### src/rtl/ltfe_pkg.sv
// ----------------------------------------------------------------------------
// ltfe_pkg
// Shared widths, codes and types of the LED twinkle fade engine.
// ----------------------------------------------------------------------------
package ltfe_pkg;

  // LED store geometry
  localparam int unsigned NUM_LEDS = 512;
  localparam int unsigned LedAw    = (NUM_LEDS > 1) ? $clog2(NUM_LEDS) : 1;
  localparam int unsigned LedCw    = $clog2(NUM_LEDS + 1);

  // Field widths
  localparam int unsigned IdxW  = 9;
  localparam int unsigned TimeW = 32;
  localparam int unsigned DrawW = 17;
  localparam int unsigned ColW  = 24;
  localparam int unsigned ChW   = 8;
  localparam int unsigned BrW   = 8;
  localparam int unsigned ThrW  = 17;
  localparam int unsigned PerW  = 32;

  // Stream word widths (fields packed from bit 0, padded to whole bytes)
  localparam int unsigned InDataW  = 88;
  localparam int unsigned OutDataW = 48;

  // Configuration port
  localparam int unsigned CfgIdxW  = 1;
  localparam int unsigned CfgDataW = 32;
  localparam logic [CfgIdxW-1:0] CFG_SPAWN_THR   = 1'd0;
  localparam logic [CfgIdxW-1:0] CFG_RAMP_PERIOD = 1'd1;
  localparam logic [ThrW-1:0]    SPAWN_THR_RST   = '0;
  localparam logic [PerW-1:0]    RAMP_PERIOD_RST = 32'd1000;

  // Queue between front and back
  localparam int unsigned QDepth = 4;

  // Brightness
  localparam logic [BrW-1:0] BRIGHT_FULL = 8'd255;
  localparam logic [BrW-1:0] BRIGHT_MIN  = 8'd3;

  // LED modes
  typedef logic [1:0] mode_t;
  localparam mode_t MODE_OFF  = 2'd0;
  localparam mode_t MODE_RISE = 2'd1;
  localparam mode_t MODE_FALL = 2'd2;

  // How the back end forms the brightness of a word
  typedef enum logic [1:0] {
    BK_ZERO,
    BK_FULL,
    BK_DIV
  } br_kind_e;

  // One LED entry of the store
  typedef struct packed {
    mode_t             mode;
    logic [TimeW-1:0]  start;
    logic [ColW-1:0]   color;
  } led_state_t;

  // Classified word passed from front to back
  typedef struct packed {
    logic [IdxW-1:0]  idx;
    logic             last;
    logic [ColW-1:0]  color;
    br_kind_e         kind;
    logic [PerW-1:0]  ramp_x;
  } work_t;

  // Configuration seen by front and back
  typedef struct packed {
    logic [ThrW-1:0] spawn_thr;
    logic [PerW-1:0] period;
  } cfg_t;

endpackage

### src/rtl/ltfe_back.sv
// ----------------------------------------------------------------------------
// ltfe_back
// Brightness back end: pipelined ramp divider, one quotient bit a stage,
// then channel scaling and the output register.
// ----------------------------------------------------------------------------
module ltfe_back (
  input  logic                      clk_i,
  input  logic                      rst_ni,
  input  ltfe_pkg::cfg_t            cfg_i,
  input  logic                      pop_valid_i,
  output logic                      pop_ready_o,
  input  ltfe_pkg::work_t           pop_item_i,
  output logic                      out_valid_o,
  input  logic                      out_ready_i,
  output logic [ltfe_pkg::IdxW-1:0] out_idx_o,
  output logic [ltfe_pkg::ColW-1:0] out_color_o,
  output logic [ltfe_pkg::BrW-1:0]  out_bright_o,
  output logic                      out_last_o
);
  import ltfe_pkg::*;

  localparam int unsigned DivSteps = BrW;
  localparam int unsigned RemW     = PerW + BrW;
  localparam int unsigned NumCh    = ColW / ChW;
  localparam int unsigned ProdW    = ChW + BrW;

  typedef struct packed {
    logic [RemW-1:0] rem;
    logic [BrW-1:0]  quo;
    br_kind_e        kind;
    logic [ColW-1:0] color;
    logic [IdxW-1:0] idx;
    logic            last;
  } div_t;

  // floor(p / 255) for a product of two 8-bit values
  function automatic logic [ChW-1:0] div255(input logic [ProdW-1:0] p);
    logic [ProdW:0] t;
    t = (ProdW+1)'(p) + (ProdW+1)'(p >> BrW) + (ProdW+1)'(1);
    return t[ProdW-1:BrW];
  endfunction

  logic                          adv;
  logic [DivSteps:0]             dv_vld_q;
  div_t                          dv_q [DivSteps+1];
  div_t                          dv_d [DivSteps];
  logic [RemW-1:0]               den_ext;
  div_t                          load;
  logic [BrW-1:0]                bright;
  logic [NumCh-1:0][ProdW-1:0]   prod;

  logic                          mu_vld_q;
  logic [NumCh-1:0][ProdW-1:0]   mu_prod_q;
  logic [BrW-1:0]                mu_br_q;
  logic [IdxW-1:0]               mu_idx_q;
  logic                          mu_last_q;

  logic                          out_vld_q;
  logic [ColW-1:0]               out_color_q;
  logic [BrW-1:0]                out_br_q;
  logic [IdxW-1:0]               out_idx_q;
  logic                          out_last_q;

  // The whole pipe moves unless a finished word waits at the output
  assign adv         = !out_vld_q || out_ready_i;
  assign pop_ready_o = adv;
  assign den_ext     = {{BrW{1'b0}}, cfg_i.period};

  // Load: numerator 255 * x
  always_comb begin
    load.rem   = {pop_item_i.ramp_x, {BrW{1'b0}}} - {{BrW{1'b0}}, pop_item_i.ramp_x};
    load.quo   = '0;
    load.kind  = pop_item_i.kind;
    load.color = pop_item_i.color;
    load.idx   = pop_item_i.idx;
    load.last  = pop_item_i.last;
  end

  // Restoring division: one quotient bit per stage, MSB first
  always_comb begin
    for (int s = 0; s < DivSteps; s++) begin
      dv_d[s] = dv_q[s];
      if (dv_q[s].rem >= (den_ext << (DivSteps - 1 - s))) begin
        dv_d[s].rem = dv_q[s].rem - (den_ext << (DivSteps - 1 - s));
        dv_d[s].quo[DivSteps - 1 - s] = 1'b1;
      end
    end
  end

  // Pick the brightness, drop the dimmest levels, scale the channels
  always_comb begin
    unique case (dv_q[DivSteps].kind)
      BK_DIV:  bright = dv_q[DivSteps].quo;
      BK_FULL: bright = BRIGHT_FULL;
      default: bright = '0;
    endcase
    if (bright < BRIGHT_MIN) begin
      bright = '0;
    end
    for (int c = 0; c < NumCh; c++) begin
      prod[c] = ProdW'(dv_q[DivSteps].color[c*ChW +: ChW]) * ProdW'(bright);
    end
  end

  // Valid bits
  always_ff @(posedge clk_i or negedge rst_ni) begin
    if (!rst_ni) begin
      dv_vld_q  <= '0;
      mu_vld_q  <= 1'b0;
      out_vld_q <= 1'b0;
    end else if (adv) begin
      dv_vld_q  <= {dv_vld_q[DivSteps-1:0], pop_valid_i};
      mu_vld_q  <= dv_vld_q[DivSteps];
      out_vld_q <= mu_vld_q;
    end
  end

  // Payload stages
  always_ff @(posedge clk_i) begin
    if (adv) begin
      dv_q[0] <= load;
      for (int s = 0; s < DivSteps; s++) begin
        dv_q[s+1] <= dv_d[s];
      end
      mu_prod_q <= prod;
      mu_br_q   <= bright;
      mu_idx_q  <= dv_q[DivSteps].idx;
      mu_last_q <= dv_q[DivSteps].last;
      for (int c = 0; c < NumCh; c++) begin
        out_color_q[c*ChW +: ChW] <= div255(mu_prod_q[c]);
      end
      out_br_q   <= mu_br_q;
      out_idx_q  <= mu_idx_q;
      out_last_q <= mu_last_q;
    end
  end

  assign out_valid_o  = out_vld_q;
  assign out_idx_o    = out_idx_q;
  assign out_color_o  = out_color_q;
  assign out_bright_o = out_br_q;
  assign out_last_o   = out_last_q;

endmodule

### config.mk
export PLATFORM = sky130hd
export DESIGN_NAME = ltfe_back
export DESIGN_NICKNAME = d
export VERILOG_FILES = /design/src/rtl/ltfe_pkg.sv /design/src/rtl/ltfe_back.sv
export SDC_FILE = /design/constraint.sdc
export NUM_CORES = 2
export LEC_CHECK = 0
export BUFFER_PORTS_ARGS = -buffer_cell sky130_fd_sc_hd__buf_2
export CAP_MARGIN = 5
export CORE_MARGIN = 5
export CORE_UTILIZATION = 50
export CTS_CLUSTER_DIAMETER = 120
export DETAILED_ROUTE_END_ITERATION = 10
export GPL_ROUTABILITY_DRIVEN = 0
export PLACE_DENSITY_LB_ADDON = 0.3
export SYNTH_ARGS = -nofsm -noshare
export SYNTH_HDL_FRONTEND = slang
export SYNTH_SLANG_ARGS = --single-unit
### constraint.sdc
create_clock -name clk_i -period 61.3 [get_ports clk_i]
set_clock_uncertainty 0.2 [all_clocks]
set_input_delay 3.065 -clock clk_i [delete_from_list [all_inputs] [get_ports clk_i]]
set_output_delay 3.065 -clock clk_i [all_outputs]
set_load 0.03 [all_outputs]
# == Word-level counts from Yosys, hierarchy flattened ==
# Memories as Yosys holds them, arrays and structs flattened.
# Index checks and enable logic that the tools add are counted.
# classes
add_sub_neg,15
multipliers,3
n_lt_le_gt_ge,9
n_eq_ne,2
mux,19
n_reduce_logical,2
# ops
cell,count
40-bit two-way mux,7
40-bit by 32-bit subtractor with 40-bit output,2
16-bit by 1-bit adder with 16-bit output (second input constant),3
16-bit by 8-bit adder with 16-bit output,3
8-bit by 8-bit multiplier with 16-bit output,3
41-bit two-way mux,1
40-bit by 32-bit greater-or-equal comparator with 1-bit output,1
40-bit by 33-bit greater-or-equal comparator with 1-bit output,1
40-bit by 34-bit greater-or-equal comparator with 1-bit output,1
40-bit by 35-bit greater-or-equal comparator with 1-bit output,1
40-bit by 36-bit greater-or-equal comparator with 1-bit output,1
40-bit by 37-bit greater-or-equal comparator with 1-bit output,1
40-bit by 38-bit greater-or-equal comparator with 1-bit output,1
40-bit by 39-bit greater-or-equal comparator with 1-bit output,1
40-bit by 33-bit subtractor with 40-bit output,1
40-bit by 34-bit subtractor with 40-bit output,1
40-bit by 35-bit subtractor with 40-bit output,1
40-bit by 36-bit subtractor with 40-bit output,1
40-bit by 37-bit subtractor with 40-bit output,1
40-bit by 38-bit subtractor with 40-bit output,1
40-bit by 39-bit subtractor with 40-bit output,1
8-bit case mux with 2 select lines,1
1-bit two-way mux,9
8-bit by 2-bit less-than comparator with 1-bit output (second input constant),1
5 further kinds,5
# totals
register_bits,119
ramBits,756
output_inout_bits,44
n_memories,1
# memory_table
memory,words,width,rd,rd_clocked_by_memory_dff,write_ports,line_no,source
dv_q,9,84,9,0,9,ltfe_back.sv:45,div_t dv_q [DivSteps+1];

# == Depth between registers and ports, before layout ==
# An unclocked memory read counts as a cell.
# depth
ltp_word,6
depth_mapped,28
mapped_depth_nobuf,26

# == Least setup slack after synthesis ==
# Ideal clock, no wire load.
# synth_path
path_kind,input -> output
startpoint,in out_ready_i
endpoint,out pop_ready_o
t_arrival_ns,24.811
required_time_ns,58.035
setup_slack_ns,33.224
path_stages,2
n_path_buf,1
cell_sequence,nand2b_1 buf_1
# synth_between
elab_chain_len,1
# synth_rtl
element,line_no,source
from (decl),ltfe_back.sv:14,"input logic out_ready_i,"
1-bit logical OR,ltfe_back.sv:65,assign adv = !out_vld_q || out_ready_i;
to (decl),ltfe_back.sv:11,"output logic pop_ready_o,"
# No other way between the ends.

# == Worst setup path after layout ==
# Ends and elaborated chain as after synthesis.

==> impl_results.md <==
* Routed wire length at 92.34 mm
* CTS tree: yes
* Number of flops mapped to enable cells by yosys at 788
* F_max at roughly 140 MHz
* PD cells at 60.99 nW/µm²
* Post-CTS Setup Repair Bufs at 0
* Hold WC Path Type: flip-flop to flip-flop
* Die Y at 320.7 µm
* RSZ-0062 raised after global routing: false
* Vias per cell at 5.498
* Int Power at 1.958 mW
* Slowest stage delay, CP at between 0.6 and 0.7 ns
* Switching portion of total power at 39.47%
* Post_cts resized at 0
* Core area at a little under 100000 µm²
* Die X at 320.7 µm
* Pleak at 21.79 nW
* Post-layout nets at about 5000
* Fillers at roughly 8000
* Worst Tran Pin Value at 1.151 ns
* Hold buffers post-CTS at 0
* CP Class: input port to output pin
* Final Hold Vio Count at 0
* Register share of total power at 34.0%
* Unique cell type count in the Yosys netlist at 89
* Number of global-route vias before repair at between 30000 and 40000
* Combinational power share at 50.8%
* DR iter-0 viols at 2222
* First-pass GRT wire length at 153.4 mm
* Initial antenna violation count at 0
* Initial Util at 50.12%
* Synthesis-to-finish area growth at 9.870%
* Most frequent CP cell: buf_2
* Share of layout cells above drive strength 1 at 8.511%
* Clk_lat worst skew at 0.67 ns
* Gr usage total at between 10% and 20%
* Crit path time final at about 7.4 ns
* Slew HR at a little over a fifth
* Total of max-cap violations at 0
* Cell Rows at 114
* H-tree depth at 3
* CTS Buffer Depth at 3
* Global route overflow at 0
* Crit path DAT at between 4 and 5 ns
* Finish-stage setup viols at 0
* Final Max Slew Viols at 0
* Critical path fanouts, max at 63
* Pwr Total at 3.234 mW
* Pre-antenna DRT Iters at 8
* Async SR Flop Fraction at 1.377%
* Critical path's slowest cell: nand2b_4
* CTS clk-pin slew, worst paths at 0.06 ns
* CTS Sinks at 799
* Total Neg Setup Slack at 0 ns
* Synth warnings at 0
* Req. time, crit path at 58.04 ns
* Mapped Avg Cell Area at 11.46 µm²
* Status: complete, no violations
* Peak supply drop at 0.04248 mV
* # IOs at ~170
* Root buf cell: clkbuf_16
* Antenna Nets Post-Route at 0
* Pin count of the biggest net entering global routing at 165
* Crit-path cells: buf_2 -> nand2b_4 -> buf_2
* Sequential element share of the synthesized area at 49.60%
* Die ar. at roughly 100000 µm²
* #FFs+latches synth at 799
* # DRC at 0
* Critical Path Sink Type: output pin
* Psw at 1.277 mW
* WHS at 0.1999 ns
* DR WL/cell at 16.22 µm
* Part of the power in the clock network at 15.1%
* Port Buffer Count at 147
* Ys flop type: edfxtp_1
* Net count after synthesis at 4859
* Ant. Diodes at 0
* Cell area after synthesis at ~48000 µm²
* Final HPWL DP at 68.13 mm
* Total CTS buffers at 86
* CP startpoint kind: input port
* Post-Synthesis Cells at 4211
* Post-route clock period utilization at 12.05%
* Via Count at around 31000
## kinds of logic after synthesis
| kind of cell | count (synthesis) | synth area share (%) |
|---|---|---|
| AOI/OAI and AO/OA | 1038 | 13.59 |
| xor gates and xnor gates | 306 | 5.553 |
| adders and majority gates | 527 | 15.45 |
| buffers and inverters | 415 | 3.332 |
| DFF | 799 | 49.60 |
| muxes | 64 | 1.548 |
| and+or+nand+nor | 1062 | 10.92 |
## registers in the layout, summed over array words and instances, names as in the netlist
name and count:
mu_idx_q 9, out_last_o 1, out_bright_o 8, mu_last_q 1
mu_vld_q 1, mu_prod_q 48, out_idx_o 9, out_valid_o 1
mu_br_q 8, dv_q 680, dv_vld_q 9, out_color_o 24
## synth_stat cells (all sizes together), types with 16 or more instances
master | n | area (µm²)
xnor2 | 197 | 1725
fa | 115 | 2302
o21ai | 226 | 1135
nor4 | 17 | 106.4
a211oi | 23 | 177.7
mux2 | 58 | 686.9
nand3 | 70 | 350.3
xor2 | 109 | 954.7
and2 | 171 | 1072
ha | 412 | 5155
and3 | 32 | 200.2
o211ai | 16 | 125.1
nor2b | 47 | 294.0
edfxtp | 788 | 23660
nand2b | 37 | 231.5
inv | 296 | 1111
nor3 | 48 | 240.2
a21oi | 355 | 1795
a31oi | 35 | 225.2
nor2 | 246 | 923.4
o21a | 48 | 360.4
a21o | 142 | 1066
nand2 | 282 | 1059
clkbuf | 96 | 360.4
nand4 | 46 | 287.8
o21bai | 51 | 382.9
buf | 23 | 136.4
o31ai | 20 | 155.1
## cells in the final DEF (no fill, tap or decap), drive strengths merged, types with 35 or more instances in the layout
| cell | instances |
|---|---|
| a21o | 142 |
| a21oi | 355 |
| a31oi | 35 |
| and2 | 171 |
| buf | 170 |
| clkbuf | 101 |
| clkinv | 46 |
| edfxtp | 788 |
| fa | 115 |
| ha | 412 |
| inv | 298 |
| mux2 | 58 |
| nand2 | 282 |
| nand2b | 37 |
| nand3 | 70 |
| nand4 | 46 |
| nor2 | 246 |
| nor2b | 47 |
| nor3 | 48 |
| o21a | 48 |
| o21ai | 226 |
| o21bai | 51 |
| xnor2 | 197 |
| xor2 | 109 |
## critical path: cells and delay by family
family | cells | cell delay (ns)
AND/OR/NAND/NOR | 1 | 0.64
buffers and inverters | 2 | 0.41
## layout make-up
type | count | area [µm²] | area share, %
inverter | 296 | 1111 | 2.095
clock inverter | 55 | 501.7 | 0.9462
clock buffer | 101 | 2208 | 4.165
sequential | 799 | 23940 | 45.15
timing repair buffer | 170 | 920.9 | 1.737
multi-input combinational | 2997 | 22750 | 42.90
tap | 1276 | 1597 | 3.011
## power by group through the flow
stage          sequential [mW]  clock (mW)  combinational (mW)
6_report                  1.10       0.490                1.64
5_1_grt                   1.13       0.532                1.88
4_1_cts                   1.10       0.507                1.65
3_5_place_dp              1.11           0                1.63
3_3_place_gp              1.10           0                1.60
2_1_floorplan             1.21           0                1.29
## final timing paths
kind / startpoint / to / slack [ns] / cells past startpoint
worst min-delay path: dv_q[0][462] / dv_q[0][546] / 0.20 / 0
worst min register to register: dv_q[0][462] / dv_q[0][546] / 0.20 / 0
min in group asynchronous: rst_ni / mu_vld_q / 2.04 / 1
worst max register to register: dv_q[0][706] / mu_prod_q[14] / 54.85 / 25
worst max-delay path: out_ready_i / pop_ready_o / 53.91 / 3
max in group asynchronous: rst_ni / dv_vld_q[7] / 58.66 / 1
## per-stage QoR
| step | setup WS, ns | cell area (µm²) | util [%] | cells |
|---|---|---|---|---|
| 6_report | 53.91 | 53020 | 55.07 | 5694 |
| 2_1_floorplan | 33.22 | 48260 | - | 4211 |
| 3_3_place_gp | 53.56 | 50310 | 52.26 | 5538 |
| 5_1_grt | 53.80 | 53020 | 55.07 | 5694 |
| 3_5_place_dp | 53.53 | 50310 | 52.26 | 5538 |
| 4_1_cts | 53.88 | 53020 | 55.07 | 5694 |
## layer usage
| layer | GRT usage (%) | share of wire (%) | vias up | wire (µm) |
|---|---|---|---|---|
| met3 | 2.568 | 5.0 | 157 | 4643 |
| li1 | - | - | 15660 | - |
| met1 | 26.20 | 49 | 14760 | 44820 |
| met4 | 5.437 | 2.4 | 0 | 2260 |
| met5 | 0 | 0 | - | 0 |
| met2 | 28.19 | 44 | 732 | 40620 |
Note: power is estimated with default switching activity, not from simulation.
