--- config.mk ---
export PLATFORM = sky130hd
export DESIGN_NAME = ltfe_queue
export DESIGN_NICKNAME = d
export VERILOG_FILES = /design/src/rtl/ltfe_pkg.sv /design/src/rtl/ltfe_queue.sv
export SDC_FILE = /design/constraint.sdc
export NUM_CORES = 1
export LEC_CHECK = 0
export ABC_AREA = 1
export BUFFER_PORTS_ARGS = -buffer_cell sky130_fd_sc_hd__buf_2
export CAP_MARGIN = 20
export CELL_PAD_IN_SITES_DETAIL_PLACEMENT = 1
export CELL_PAD_IN_SITES_GLOBAL_PLACEMENT = 2
export CORE_UTILIZATION = 40
export DETAILED_ROUTE_END_ITERATION = 6
export PLACE_DENSITY = 0.81
export SETUP_SLACK_MARGIN = 0.2
export SLEW_MARGIN = 25
export SYNTH_ARGS = -nofsm -noshare
export SYNTH_HDL_FRONTEND = slang
export SYNTH_SLANG_ARGS = --single-unit
export TNS_END_PERCENT = 100
--- constraint.sdc ---
create_clock -name clk_i -period 4.4 [get_ports clk_i]
set_input_delay 0.88 -clock clk_i [delete_from_list [all_inputs] [get_ports clk_i]]
set_output_delay 0.88 -clock clk_i [all_outputs]
set_load 0.01 [all_outputs]
--- src/rtl/ltfe_pkg.sv ---
// ----------------------------------------------------------------------------
// ltfe_pkg
// Shared widths, codes and types of the LED twinkle fade engine.
// ----------------------------------------------------------------------------
package ltfe_pkg;

  // LED store geometry
  localparam int unsigned NUM_LEDS = 512;
  localparam int unsigned LedAw    = (NUM_LEDS > 1) ? $clog2(NUM_LEDS) : 1;
  localparam int unsigned LedCw    = $clog2(NUM_LEDS + 1);

  // Field widths
  localparam int unsigned IdxW  = 9;
  localparam int unsigned TimeW = 32;
  localparam int unsigned DrawW = 17;
  localparam int unsigned ColW  = 24;
  localparam int unsigned ChW   = 8;
  localparam int unsigned BrW   = 8;
  localparam int unsigned ThrW  = 17;
  localparam int unsigned PerW  = 32;

  // Stream word widths (fields packed from bit 0, padded to whole bytes)
  localparam int unsigned InDataW  = 88;
  localparam int unsigned OutDataW = 48;

  // Configuration port
  localparam int unsigned CfgIdxW  = 1;
  localparam int unsigned CfgDataW = 32;
  localparam logic [CfgIdxW-1:0] CFG_SPAWN_THR   = 1'd0;
  localparam logic [CfgIdxW-1:0] CFG_RAMP_PERIOD = 1'd1;
  localparam logic [ThrW-1:0]    SPAWN_THR_RST   = '0;
  localparam logic [PerW-1:0]    RAMP_PERIOD_RST = 32'd1000;

  // Queue between front and back
  localparam int unsigned QDepth = 4;

  // Brightness
  localparam logic [BrW-1:0] BRIGHT_FULL = 8'd255;
  localparam logic [BrW-1:0] BRIGHT_MIN  = 8'd3;

  // LED modes
  typedef logic [1:0] mode_t;
  localparam mode_t MODE_OFF  = 2'd0;
  localparam mode_t MODE_RISE = 2'd1;
  localparam mode_t MODE_FALL = 2'd2;

  // How the back end forms the brightness of a word
  typedef enum logic [1:0] {
    BK_ZERO,
    BK_FULL,
    BK_DIV
  } br_kind_e;

  // One LED entry of the store
  typedef struct packed {
    mode_t             mode;
    logic [TimeW-1:0]  start;
    logic [ColW-1:0]   color;
  } led_state_t;

  // Classified word passed from front to back
  typedef struct packed {
    logic [IdxW-1:0]  idx;
    logic             last;
    logic [ColW-1:0]  color;
    br_kind_e         kind;
    logic [PerW-1:0]  ramp_x;
  } work_t;

  // Configuration seen by front and back
  typedef struct packed {
    logic [ThrW-1:0] spawn_thr;
    logic [PerW-1:0] period;
  } cfg_t;

endpackage

--- src/rtl/ltfe_queue.sv ---
// ----------------------------------------------------------------------------
// ltfe_queue
// Short word queue that decouples the mode machine from the back end.
// ----------------------------------------------------------------------------
module ltfe_queue (
  input  logic            clk_i,
  input  logic            rst_ni,
  input  logic            push_valid_i,
  output logic            push_ready_o,
  input  ltfe_pkg::work_t push_item_i,
  output logic            pop_valid_o,
  input  logic            pop_ready_i,
  output ltfe_pkg::work_t pop_item_o
);
  import ltfe_pkg::*;

  localparam int unsigned QAw = (QDepth > 1) ? $clog2(QDepth) : 1;
  localparam int unsigned QCw = $clog2(QDepth + 1);

  work_t          slot_q [QDepth];
  logic [QAw-1:0] wr_ptr_q;
  logic [QAw-1:0] rd_ptr_q;
  logic [QCw-1:0] cnt_q;
  logic           push;
  logic           pop;

  assign push_ready_o = (cnt_q != QCw'(QDepth));
  assign pop_valid_o  = (cnt_q != '0);
  assign push         = push_valid_i && push_ready_o;
  assign pop          = pop_valid_o && pop_ready_i;
  assign pop_item_o   = slot_q[rd_ptr_q];

  // Store pushed words
  always_ff @(posedge clk_i) begin
    if (push) begin
      slot_q[wr_ptr_q] <= push_item_i;
    end
  end

  // Advance pointers and fill count
  always_ff @(posedge clk_i or negedge rst_ni) begin
    if (!rst_ni) begin
      wr_ptr_q <= '0;
      rd_ptr_q <= '0;
      cnt_q    <= '0;
    end else begin
      if (push) begin
        wr_ptr_q <= (wr_ptr_q == QAw'(QDepth - 1)) ? '0 : wr_ptr_q + QAw'(1);
      end
      if (pop) begin
        rd_ptr_q <= (rd_ptr_q == QAw'(QDepth - 1)) ? '0 : rd_ptr_q + QAw'(1);
      end
      if (push && !pop) begin
        cnt_q <= cnt_q + QCw'(1);
      end else if (pop && !push) begin
        cnt_q <= cnt_q - QCw'(1);
      end
    end
  end

endmodule

# Word level (Yosys, flattened, before mapping)
# Memories as Yosys holds them, arrays and structs flattened.
# Index checks and enable logic that the tools add are counted.
[classes]
n_addsub = 4
multipliers = 0
div_mod_pow = 0
order_cmp = 0
eq_ne = 3
shift = 0
n_mux = 6
bitwise_logic = 0
n_reduce_logical = 8
[op_table]
columns = ["op", "count"]
rows = [
  ["two-way mux 3 bit", 2],
  ["adder 2 x 1 -> 2 bit, second input constant", 2],
  ["equality test 2 bit, second input constant", 2],
  ["logical AND 1 bit", 4],
  ["two-way mux 2 bit", 2],
  ["adder 3 x 1 -> 3 bit, second input constant", 1],
  ["!= test 3 bit, second input constant", 1],
  ["nonzero test 3 bit", 1],
  ["subtractor 3 x 1 -> 3 bit, second input constant", 1],
  ["logical NOT 1 bit", 2],
  ["two-way mux 1 bit", 2],
  ["nonzero test 2 bit", 1],
]
[word_totals]
reg_bits = 7
latchBits = 0
mem_bits_rw = 272
mem_bits_ro = 0
in_bits = 72
output_inout_bits = 70
word_cells = 25
n_memories = 1
[memory_table]
columns = ["name", "words", "word_bits", "read_ports", "rd_ports_with_merged_regs", "write_ports", "line", "source"]
rows = [
  ["slot_q", 4, 68, 1, 0, 1, "ltfe_queue.sv:20", "work_t slot_q [QDepth];"],
]

# Logic depth before layout (Yosys ltp)
# Gate-level depths: netlist (run 1).
[logic_depth]
word_depth = 6
ltp_mapped = 12

# Worst setup path after synthesis (run 1)
# Ideal clock, no wire load.
[synth_path]
path_type = "input to register"
startpoint = "input push_valid_i"
endpoint = "memory slot_q[0][0] (netlist bit), enable pin"
t_arrival_ns = 3.871
required_ns = 3.905
setup_slack_ns = 0.034
stages = 2
path_buffers = 0
cell_sequence = "nand2_1 > nor2_1"
[synth_between]
elab_chain_cells = 3
[synth_lines]
columns = ["element", "line", "source"]
rows = [
  ["from (decl)", "ltfe_queue.sv:8", "input logic push_valid_i,"],
  ["logical AND 1 bit", "ltfe_queue.sv:29", "assign push = push_valid_i && push_ready_o;"],
  ["two-way mux 1 bit", "ltfe_queue.sv:35", "if (push) begin"],
  ["two-way mux 1 bit (implied by the code)", "ltfe_queue.sv:36", "slot_q[wr_ptr_q] <= push_item_i;"],
  ["to (decl)", "ltfe_queue.sv:20", ""],
]
# Every way passes these cells.

==> results of run 1 <==
cells in the mapped netlist (all sizes together):
library cell  number  area, um^2
o21ai              1        5.00
xnor2              1        8.76
buf               41         228
dfrtp              7         175
nand2            219         822
edfxtp           272        8170
fa                 1        20.0
nand3              7        35.0
nor2               6        22.5
nand4              1        6.26
ha                 6        75.1
clkbuf             4        15.0
o211ai           136        1020
inv              150         563
layout by cell type (no fill, tap or decap), drive strengths merged:
master / n
nor2: 6
clkinvlp: 4
buf: 154
nand2: 219
xnor2: 1
inv: 150
ha: 6
edfxtp: 272
clkinv: 14
nand4: 1
bufinv: 3
o211ai: 136
o21ai: 1
diode: 1
dfrtp: 7
nand3: 7
fa: 1
clkbuf: 34
worst max-delay path by stage:
stage,start,endpoint,slack [ns],cells after the start
after global routing,rd_ptr_q[0],pop_item_o[4],0.84,5
after floorplan,push_valid_i,slot_q[0][0],0.03,2
after global placement,rd_ptr_q[0],pop_item_o[50],1.67,4
final,rd_ptr_q[0],pop_item_o[6],1.02,5
after detailed placement,rd_ptr_q[0],pop_item_o[6],1.59,5
after CTS,rd_ptr_q[0],pop_item_o[6],1.01,5
area by class of cell:
class	instances	area [um^2]	area share, %
inverter	150	563	4.25
tap	372	465	3.51
multi-input combinational	378	2050	15.4
timing repair buffer	154	866	6.53
antenna	1	2.50	0.0189
clock inverter	21	184	1.39
sequential	279	8350	62.9
clock buffer	34	787	5.93
sequential cells by signal, summed over array words and instances (netlist names):
register / count
slot_q: 272
cnt_q: 3
rd_ptr_q: 2
wr_ptr_q: 2
logic make-up (layout without fill, tap and decap cells):
family | after synthesis | count (layout) | synth area share (%)
other | 0 | 1 | 0
AO/OA/AOI/OAI | 137 | 137 | 9.19
adder cells (fa/ha/maj) | 7 | 7 | 0.852
XOR/XNOR | 1 | 1 | 0.0785
AND/OR/NAND/NOR | 233 | 233 | 7.93
buffers and inverters | 195 | 359 | 7.22
flip-flops | 279 | 279 | 74.7
critical path, cell delays in order (launching register included):
cell and delay, ns:
dfrtp_4 0.93, buf_12 0.42, nand2_1 0.15, o211ai_1 0.12, nand2_1 0.10, buf_2 0.15
layer usage:
metal / up-vias / track usage (%)
met5: - / 0
met3: 31 / 3.16
met1: 3345 / 22.4
met4: 2 / 4.31
met2: 143 / 31.2
li1: 3246 / -
metrics by stage:
stage	hold WS, ns	power, mW	setup WS [ns]	cell area (um^2)
global placement	0.480	6.60	1.67	12300
detailed placement	0.491	6.70	1.59	12300
floorplan	0.463	5.57	0.0339	11200
global route	0.149	9.58	0.841	13300
CTS	0.143	9.18	1.01	13300
finish	0.164	9.03	1.02	13300
power groups by stage:
stage / clock network [mW] / registers (mW) / logic, mW
after floorplan: 0 / 3.69 / 1.88
after global placement: 0 / 3.75 / 2.85
after detailed placement: 0 / 3.78 / 2.93
after CTS: 2.51 / 3.73 / 2.94
after global routing: 2.60 / 3.77 / 3.20
final: 2.45 / 3.72 / 2.86
==> reports/metrics.yaml, run 1 <==
global_routing:
  grt_pass1_vias: 7185
  grt_pass1_wl_mm: 38.9
  grt.overflow.total: 0
  grt_usage_pct: 17.6
  grt_max_degree: 105
  antenna_found_initial: 2
pwr:
  sw_frac_of_total_pct: 34.6
  p_per_area_mw_per_mm2: 681
  pwr-share-comb_pct: 31.7
  power.leakage_nw: 5.24
  ir_drop_v: 0.000424
  clkPwrFrac_pct: 27.1
  seqPwrFrac_pct: 41.2
  cellInternalPower_mw: 5.90
  p_sw_mw: 3.13
drt:
  vias: 6767
  wl_met2_mm: 12.5
  firstDrtPassIters: 4
  wl_met1_mm: 10.7
  wl_per_cell_um: 17.8
  route.met3.wl_mm: 1.23
  drt-initial-drc-count: 419
  drt-vias-per-instance: 4.87
  routed_wl_mm: 24.8
  ant_nets: 0
  highest_layer: "met5"
  drc: 0
timing:
  slew_violations: 0
  finalSetupTns_ns: 0
  fin_worst_skew_ns: 0.00904
  max_slew_margin_pct: 36.9
  worst_pin_slew_ns: 0.947
  hold_violations: 0
  setup_viol: 0
  rsz0062_at_grt: "no"
  period_share_pct: 76.7
  fin_crit_ns: 3.38
  clock.fmax_ghz: 0.296
worst_setup_path:
  worstReg2RegEnd: "slot_q[3][14]"
  endpoint_kind: "primary output"
  cp_data_arrival_time_ns: 2.50
  reg2reg_depth: 5
  crit_required_ns: 3.52
  timing.rr.start: "cnt_q[0]"
  start_kind: "flop"
  crit_type: "flop to primary output"
  worstPathMaxFanout: 104
  r2r_slack_ns: 2.05
place:
  hpwl_mm: 14.7
  place.gp.congestion: 0.700
  dpl.cell_count: 1333
  portBuffers: 141
clock_network:
  cts_root_buffer: "clkbuf_16"
  hold_buffers: 0
  clock_latency_ns: 0.54
  clkSinkCount: 279
  post_cts_resized: 0
  cts_tree: "yes"
  post_cts_buffers: 0
  htree_levels: 1
  clkTransAtPathRegs_ns: 0.06
  cts_buffers: 30
  clockBufferDepth: 3
die:
  core-area_mm2: 0.0272
  rows: 60
  dieArea_mm2: 0.0286
  initial_core_util_pct: 41.1
  die_h_um: 169
  die_x_um: 169
  io-pin-count: 142
finish:
  syn_to_final_growth_pct: 18.8
  drive_gt1_share_pct: 20.2
  nets: 1072
  stdcell_count: 1389
  fin_util_pct: 48.8
  fill_cells: 2834
logic_synthesis:
  ys_seq_area_share_pct: 74.7
  synth.avg_cell_area_um2: 13.1
  synth_area_mm2: 0.0112
  ys_ff_latch: 279
  ys_warn_count: 0
  syn_inst: 852
  yosysUniqueCellTypes: 17
  synth_nets: 931
worst_hold_path:
  min_path_type: "input port to async pin"
flow_run:
  max_cap_viol_count: 0
outcome:
  outcome: "finished, final reports clean"
(Power assumes the default switching activity.)
==> inputs of run 2 (changes only) <==
==> constraint.sdc (replaced) <==
create_clock -name clk_i -period 3.46 [get_ports clk_i]
set_input_delay 0.692 -clock clk_i [delete_from_list [all_inputs] [get_ports clk_i]]
set_output_delay 0.692 -clock clk_i [all_outputs]
set_load 0.01 [all_outputs]
==> reports/metrics.yaml, run 2 (same netlist as run 1, synthesis figures left out) <==
outcome:
  outcome: "finished, final reports clean"
worst_setup_path:
  cp_slowest_cell: "dfrtp_4"
  endpoint_kind: "primary output"
  r2r_slack_ns: 1.32  # -0.73 ns
  crit_chain: "buf_12, nand2_1, o211ai_1, nand2_1, buf_2"
  crit_type: "flop to primary output"
  crit_path_max_incr_delay_ns: 0.77  # -0.16 ns
  cp_common_cell: "nand2_1"
  worstPathMaxFanout: 78  # -25%
  cp_data_arrival_time_ns: 2.18  # -0.32 ns
  crit_required_ns: 2.77  # -0.75 ns
  start_kind: "flop"
worst_hold_path:
  min_path_type: "input port to flop"
finish:
  regMostFlops: "slot_q"
  mostFrequentLayoutCells: "edfxtp_1, nand2_1, inv_1"
  mostFrequentLayoutCell: "edfxtp_1"
  finalInstanceArea_mm2: 0.0133  # +0.43%
  drive_gt1_share_pct: 20.4  # +0.21 points
  fin_util_pct: 49.0  # +0.21 points
  largest_register_ffs: 272  # unchanged
  fill_cells: 2814  # -0.71%
  largestRegisters: "slot_q (272), cnt_q (3)"
  syn_to_final_growth_pct: 19.3
  nets: 1076  # +0.37%
drt:
  drc: 0  # unchanged
  routed_wl_mm: 24.4  # -1.3%
  ant_nets: 0  # unchanged
  firstDrtPassIters: 4  # unchanged
  drt-initial-drc-count: 386  # -7.9%
  vias: 6736  # -0.46%
  drt-vias-per-instance: 4.83  # -0.82%
  wl_per_cell_um: 17.5  # -1.7%
timing:
  setup_viol: 0  # unchanged
  hold_violations: 0  # unchanged
  fin_worst_skew_ns: 0.0181  # +0.00908 ns
  worst_pin_slew_ns: 0.647  # -0.299 ns
  clock.fmax_ghz: 0.348
  period_share_pct: 83.1
  rsz0062_at_grt: "no"
  slew_violations: 0  # unchanged
  max_slew_margin_pct: 56.8  # +20 points
  fin_crit_ns: 2.88
pwr:
  pwr-share-comb_pct: 31.9  # +0.2 points
  seqPwrFrac_pct: 40.6  # -0.6 points
  clkPwrFrac_pct: 27.5  # +0.4 points
  power.leakage_nw: 5.28  # +0.78%
  cellInternalPower_mw: 7.62  # +29%
  sw_frac_of_total_pct: 34.3  # -0.37 points
  p_per_area_mw_per_mm2: 870  # +28%
  ir_drop_v: 0.000557  # +32%
  p_sw_mw: 3.97  # +27%
clock_network:
  cts_root_buffer: "clkbuf_16"
  clockBufferDepth: 3  # unchanged
  cts_buffers: 30  # unchanged
  htree_levels: 1  # unchanged
  clkSinkCount: 279  # unchanged
  post_cts_buffers: 0  # unchanged
  clkTransAtPathRegs_ns: 0.06  # about the same
  clock_latency_ns: 0.55  # about the same
  cts_tree: "yes"
flow_run:
  max_cap_viol_count: 0  # unchanged
die:
  die_x_um: 169  # unchanged
  die_h_um: 169  # unchanged
  dieArea_mm2: 0.0286  # unchanged
  rows: 60  # unchanged
  initial_core_util_pct: 41.1  # unchanged
  io-pin-count: 142  # unchanged
  core-area_mm2: 0.0272  # unchanged
global_routing:
  grt_max_degree: 79  # -25%
  grt_pass1_vias: 6933  # -3.5%
  grt_pass1_wl_mm: 37.9  # -2.3%
  antenna_found_initial: 3  # +1
  grt_usage_pct: 17.3  # -0.33 points
  grt.overflow.total: 0  # unchanged
place:
  hpwl_mm: 15.2  # +3.2%
  portBuffers: 141  # unchanged
  placed_area_mm2: 0.0123  # +0.18%
  place.gp.congestion: 0.719  # +2.7%
## run 2: cell types whose count changed in the layout (fill, tap and decap cells not counted)
cell / previous run / this run
buf_4: 8 / 11
bufinv_16: 3 / 4
clkinv_2: 5 / 6
clkinv_4: 1 / 0
clkinvlp_4: 4 / 2
diode_2: 1 / 2
dlygate4sd3_1: 0 / 1
inv_8: 0 / 1
## run 2: metrics by stage
stage	hold WS, ns	cells	setup WS [ns]	total power [mW]	setup TNS [ns]
after global routing	0.341	1392	0.443	12.3	0
after detailed placement	0.518	1336	1.14	8.57	0
final	0.359	1394	0.583	11.6	0
after global placement	0.486	1336	1.15	8.47	0
after floorplan	0.396	852	-0.718	7.09	-195.33
after CTS	0.338	1392	0.560	11.8	0
## run 2: routing by layer
metal | wire (um) | track usage, % | vias to the layer above
met1 | 10800 | 22.3 | 3306
met4 | 563 | 4.86 | 2
met3 | 914 | 2.90 | 42
met5 | 13 | 0 | -
met2 | 12200 | 30.2 | 140
li1 | - | - | 3246
## run 2: area by class of cell
| class | count | area [um^2] | area share, % |
|---|---|---|---|
| timing repair buffer | 158 | 898 | 6.74 |
| tap | 372 | 465 | 3.49 |
| clock buffer | 34 | 787 | 5.91 |
| inverter | 150 | 563 | 4.23 |
| sequential | 279 | 8350 | 62.7 |
| multi-input combinational | 378 | 2050 | 15.4 |
| clock inverter | 21 | 206 | 1.55 |
| antenna | 2 | 5.00 | 0.0376 |
## run 2: worst paths after layout
kind / from / end / depth (start not counted)
setup / recovery: rd_ptr_q[0] / pop_item_o[51] / 5
hold / removal: push_item_i[23] / slot_q[1][23] / 1
setup reg to reg: cnt_q[0] / cnt_q[1] / 9
hold reg to reg: cnt_q[2] / cnt_q[2] / 2
max in group asynchronous: rst_ni / rd_ptr_q[0] / 2
min in group asynchronous: rst_ni / cnt_q[2] / 2
## run 2: worst max-delay path: cells and delay by family, from the launching register on
family	cells	cell delay, ns
AO/OA/AOI/OAI	1	0.11
buffers and inverters	2	0.51
flip-flops	1	0.77
AND/OR/NAND/NOR	2	0.20
## run 2: power by group through the flow
stage,Sequential [mW],Clock [mW],Combinational (mW)
after floorplan,4.69,0,2.40
final,4.70,3.19,3.70
after global routing,4.75,3.39,4.15
after global placement,4.74,0,3.74
after detailed placement,4.77,0,3.80
after CTS,4.71,3.26,3.81
## run 2: what timing repair did
| item | 4_1_cts | 5_1_grt |
|---|---|---|
| hold buffers | 1 | 0 |
| gates resized for setup | 0 | 0 |
| endpoints found under the setup margin | 0 | 0 |
| hold endpoints to repair | 7 | 0 |
==> inputs of run 3 (changes only) <==
--- a/config.mk
+++ b/config.mk
@@ -10,9 +10,9 @@
 export CAP_MARGIN = 20
 export CELL_PAD_IN_SITES_DETAIL_PLACEMENT = 1
 export CELL_PAD_IN_SITES_GLOBAL_PLACEMENT = 2
-export CORE_UTILIZATION = 40
+export CORE_UTILIZATION = 36
 export DETAILED_ROUTE_END_ITERATION = 6
-export PLACE_DENSITY = 0.81
+export PLACE_DENSITY = 0.77
 export SETUP_SLACK_MARGIN = 0.2
 export SLEW_MARGIN = 25
 export SYNTH_ARGS = -nofsm -noshare
==> constraint.sdc (replaced) <==
create_clock -name clk_i -period 2.5 [get_ports clk_i]
set_input_delay 0.5 -clock clk_i [delete_from_list [all_inputs] [get_ports clk_i]]
set_output_delay 0.5 -clock clk_i [all_outputs]
set_load 0.01 [all_outputs]
==> reports/metrics.yaml, run 3 (same netlist as run 1, synthesis figures left out) <==
worst_setup_path:
  endpoint_kind: "primary output"
  crit_required_ns: 2.00  # -0.77 ns
  start_kind: "flop"
  cp_data_arrival_time_ns: 1.91  # -0.27 ns
  worstPathMaxFanout: 7  # -91%
  crit_type: "flop to primary output"
finish:
  largest_register_ffs: 272  # unchanged
  stdcell_count: 1431  # +2.7%
  mostFrequentLayoutCells: "edfxtp_1, nand2_1, inv_1"
  largestRegisters: "slot_q (272), cnt_q (3)"
  finalInstanceArea_mm2: 0.0138  # +3.3%
  nets: 1096  # +1.9%
  syn_to_final_growth_pct: 23.3
  fin_util_pct: 45.0  # -4.0 points
  mostFrequentLayoutCell: "edfxtp_1"
  regMostFlops: "slot_q"
  diodes: 0  # -2
  fill_cells: 3207  # +14%
  drive_gt1_share_pct: 21.3  # +0.86 points
drt:
  vias: 6979  # +3.6%
  routed_wl_mm: 27.3  # +12%
  firstDrtPassIters: 4  # unchanged
  drt-vias-per-instance: 4.88  # +0.93%
  wl_per_cell_um: 19.1  # +8.9%
  drt-initial-drc-count: 329  # -15%
  drc: 0  # unchanged
  ant_nets: 0  # unchanged
clock_network:
  clkSinkCount: 279  # unchanged
  clock_latency_ns: 0.55  # about the same
  cts_tree: "yes"
  htree_levels: 1  # unchanged
  clockBufferDepth: 3  # unchanged
  cts_buffers: 30  # unchanged
  cts_root_buffer: "clkbuf_16"
  clkTransAtPathRegs_ns: 0.06  # about the same
global_routing:
  grt_max_degree: 71  # -10%
  grt_pass1_wl_mm: 39.5  # +4.0%
  antenna_found_initial: 4  # +1
  grt.overflow.total: 0  # unchanged
  grt_usage_pct: 16.4  # -0.89 points
  grt_pass1_vias: 7065  # +1.9%
timing:
  fin_worst_skew_ns: 0.0192  # +0.00103 ns
  finalSetupTns_ns: 0  # unchanged
  rsz0062_at_grt: "yes"
  clock.fmax_ghz: 0.414
  slew_violations: 0  # unchanged
  setup_viol: 0  # unchanged
  worst_slack_ns: 0.0866  # -0.497 ns
  period_share_pct: 96.5
  max_slew_margin_pct: 61.3  # +4.5 points
  worst_pin_slew_ns: 0.581  # -0.0665 ns
  hold_violations: 0  # unchanged
  fin_crit_ns: 2.41
  hold_slack_ns: 0.163  # -0.195 ns
place:
  place.gp.congestion: 0.683  # -4.9%
  preCtsSetupSlack_ns: 0.558  # -0.585 ns
  placed_area_mm2: 0.0124  # +0.67%
  dpl.cell_count: 1359  # +1.7%
  hpwl_mm: 15.0  # -1.3%
  portBuffers: 141  # unchanged
flow_run:
  max_cap_viol_count: 0  # unchanged
outcome:
  outcome: "finished, final reports clean"
die:
  rows: 64  # +6.7%
  initial_core_util_pct: 36.5  # -4.6 points
  io-pin-count: 142  # unchanged
  die_x_um: 178  # +5.3%
  dieArea_mm2: 0.0317  # +11%
  core-area_mm2: 0.0306  # +13%
  die_h_um: 178  # +5.3%
worst_hold_path:
  min_path_type: "input port to flop"
pwr:
  p_per_area_mw_per_mm2: 1220  # +41%
  finalPower_mw: 16.8  # +45%
  ir_drop_v: 0.000744  # +33%
  power.leakage_nw: 5.46  # +3.4%
## run 3: final cells by class
| cell class | count | area [um^2] | share of cell area (%) |
|---|---|---|---|
| Sequential cell | 279 | 8350 | 60.7 |
| Clock buffer | 39 | 785 | 5.70 |
| Clock inverter | 11 | 106 | 0.773 |
| Tap cell | 396 | 495 | 3.60 |
| Inverter | 150 | 563 | 4.09 |
| Multi-Input combinational cell | 378 | 2060 | 15.0 |
| Timing Repair Buffer | 178 | 1410 | 10.2 |
## run 3: power breakdown
part	total [mW]	switching, mW	internal (mW)
combinational	6.38	3.90	2.47
sequential	6.40	0.247	6.15
clock	4.07	1.69	2.38
## run 3: worst paths after layout
| check | start | to | slack, ns | cells past startpoint |
|---|---|---|---|---|
| min | push_item_i[30] | slot_q[0][30] | 0.16 | 1 |
| min in group asynchronous | rst_ni | cnt_q[1] | 0.36 | 2 |
| max in group asynchronous | rst_ni | rd_ptr_q[0] | 1.93 | 2 |
| min reg2reg | cnt_q[0] | cnt_q[0] | 0.54 | 1 |
| max reg2reg | cnt_q[1] | cnt_q[1] | 0.48 | 9 |
| max | rd_ptr_q[0] | pop_item_o[19] | 0.09 | 7 |
## run 3: repair_timing
item / 4_1_cts / 5_1_grt
gates resized for setup: 11 / 4
cloned: 5 / 11
setup buffers: 5 / 0
hold buffers: 1 / 0
hold endpoints to repair: 7 / 0
setup endpoints to repair: 68 / 68
pin swaps: 21 / 58
## run 3: critical path: stages (launching register included)
cell and delay (ns):
dfrtp_4 0.51, buf_12 0.17, buf_12 0.14, buf_16 0.14
nand2_1 0.07, o211ai_1 0.10, nand2_1 0.12, buf_2 0.13
## run 3: layer usage
metal	GRT usage [%]	part of all wire, %	wire length, um	vias to the layer above
met4	3.60	1.8	482	8
li1	-	-	-	3298
met5	0	0.19	52	-
met1	20.6	43	11600	3496
met2	29.3	52	14100	134
met3	3.07	4.0	1090	43
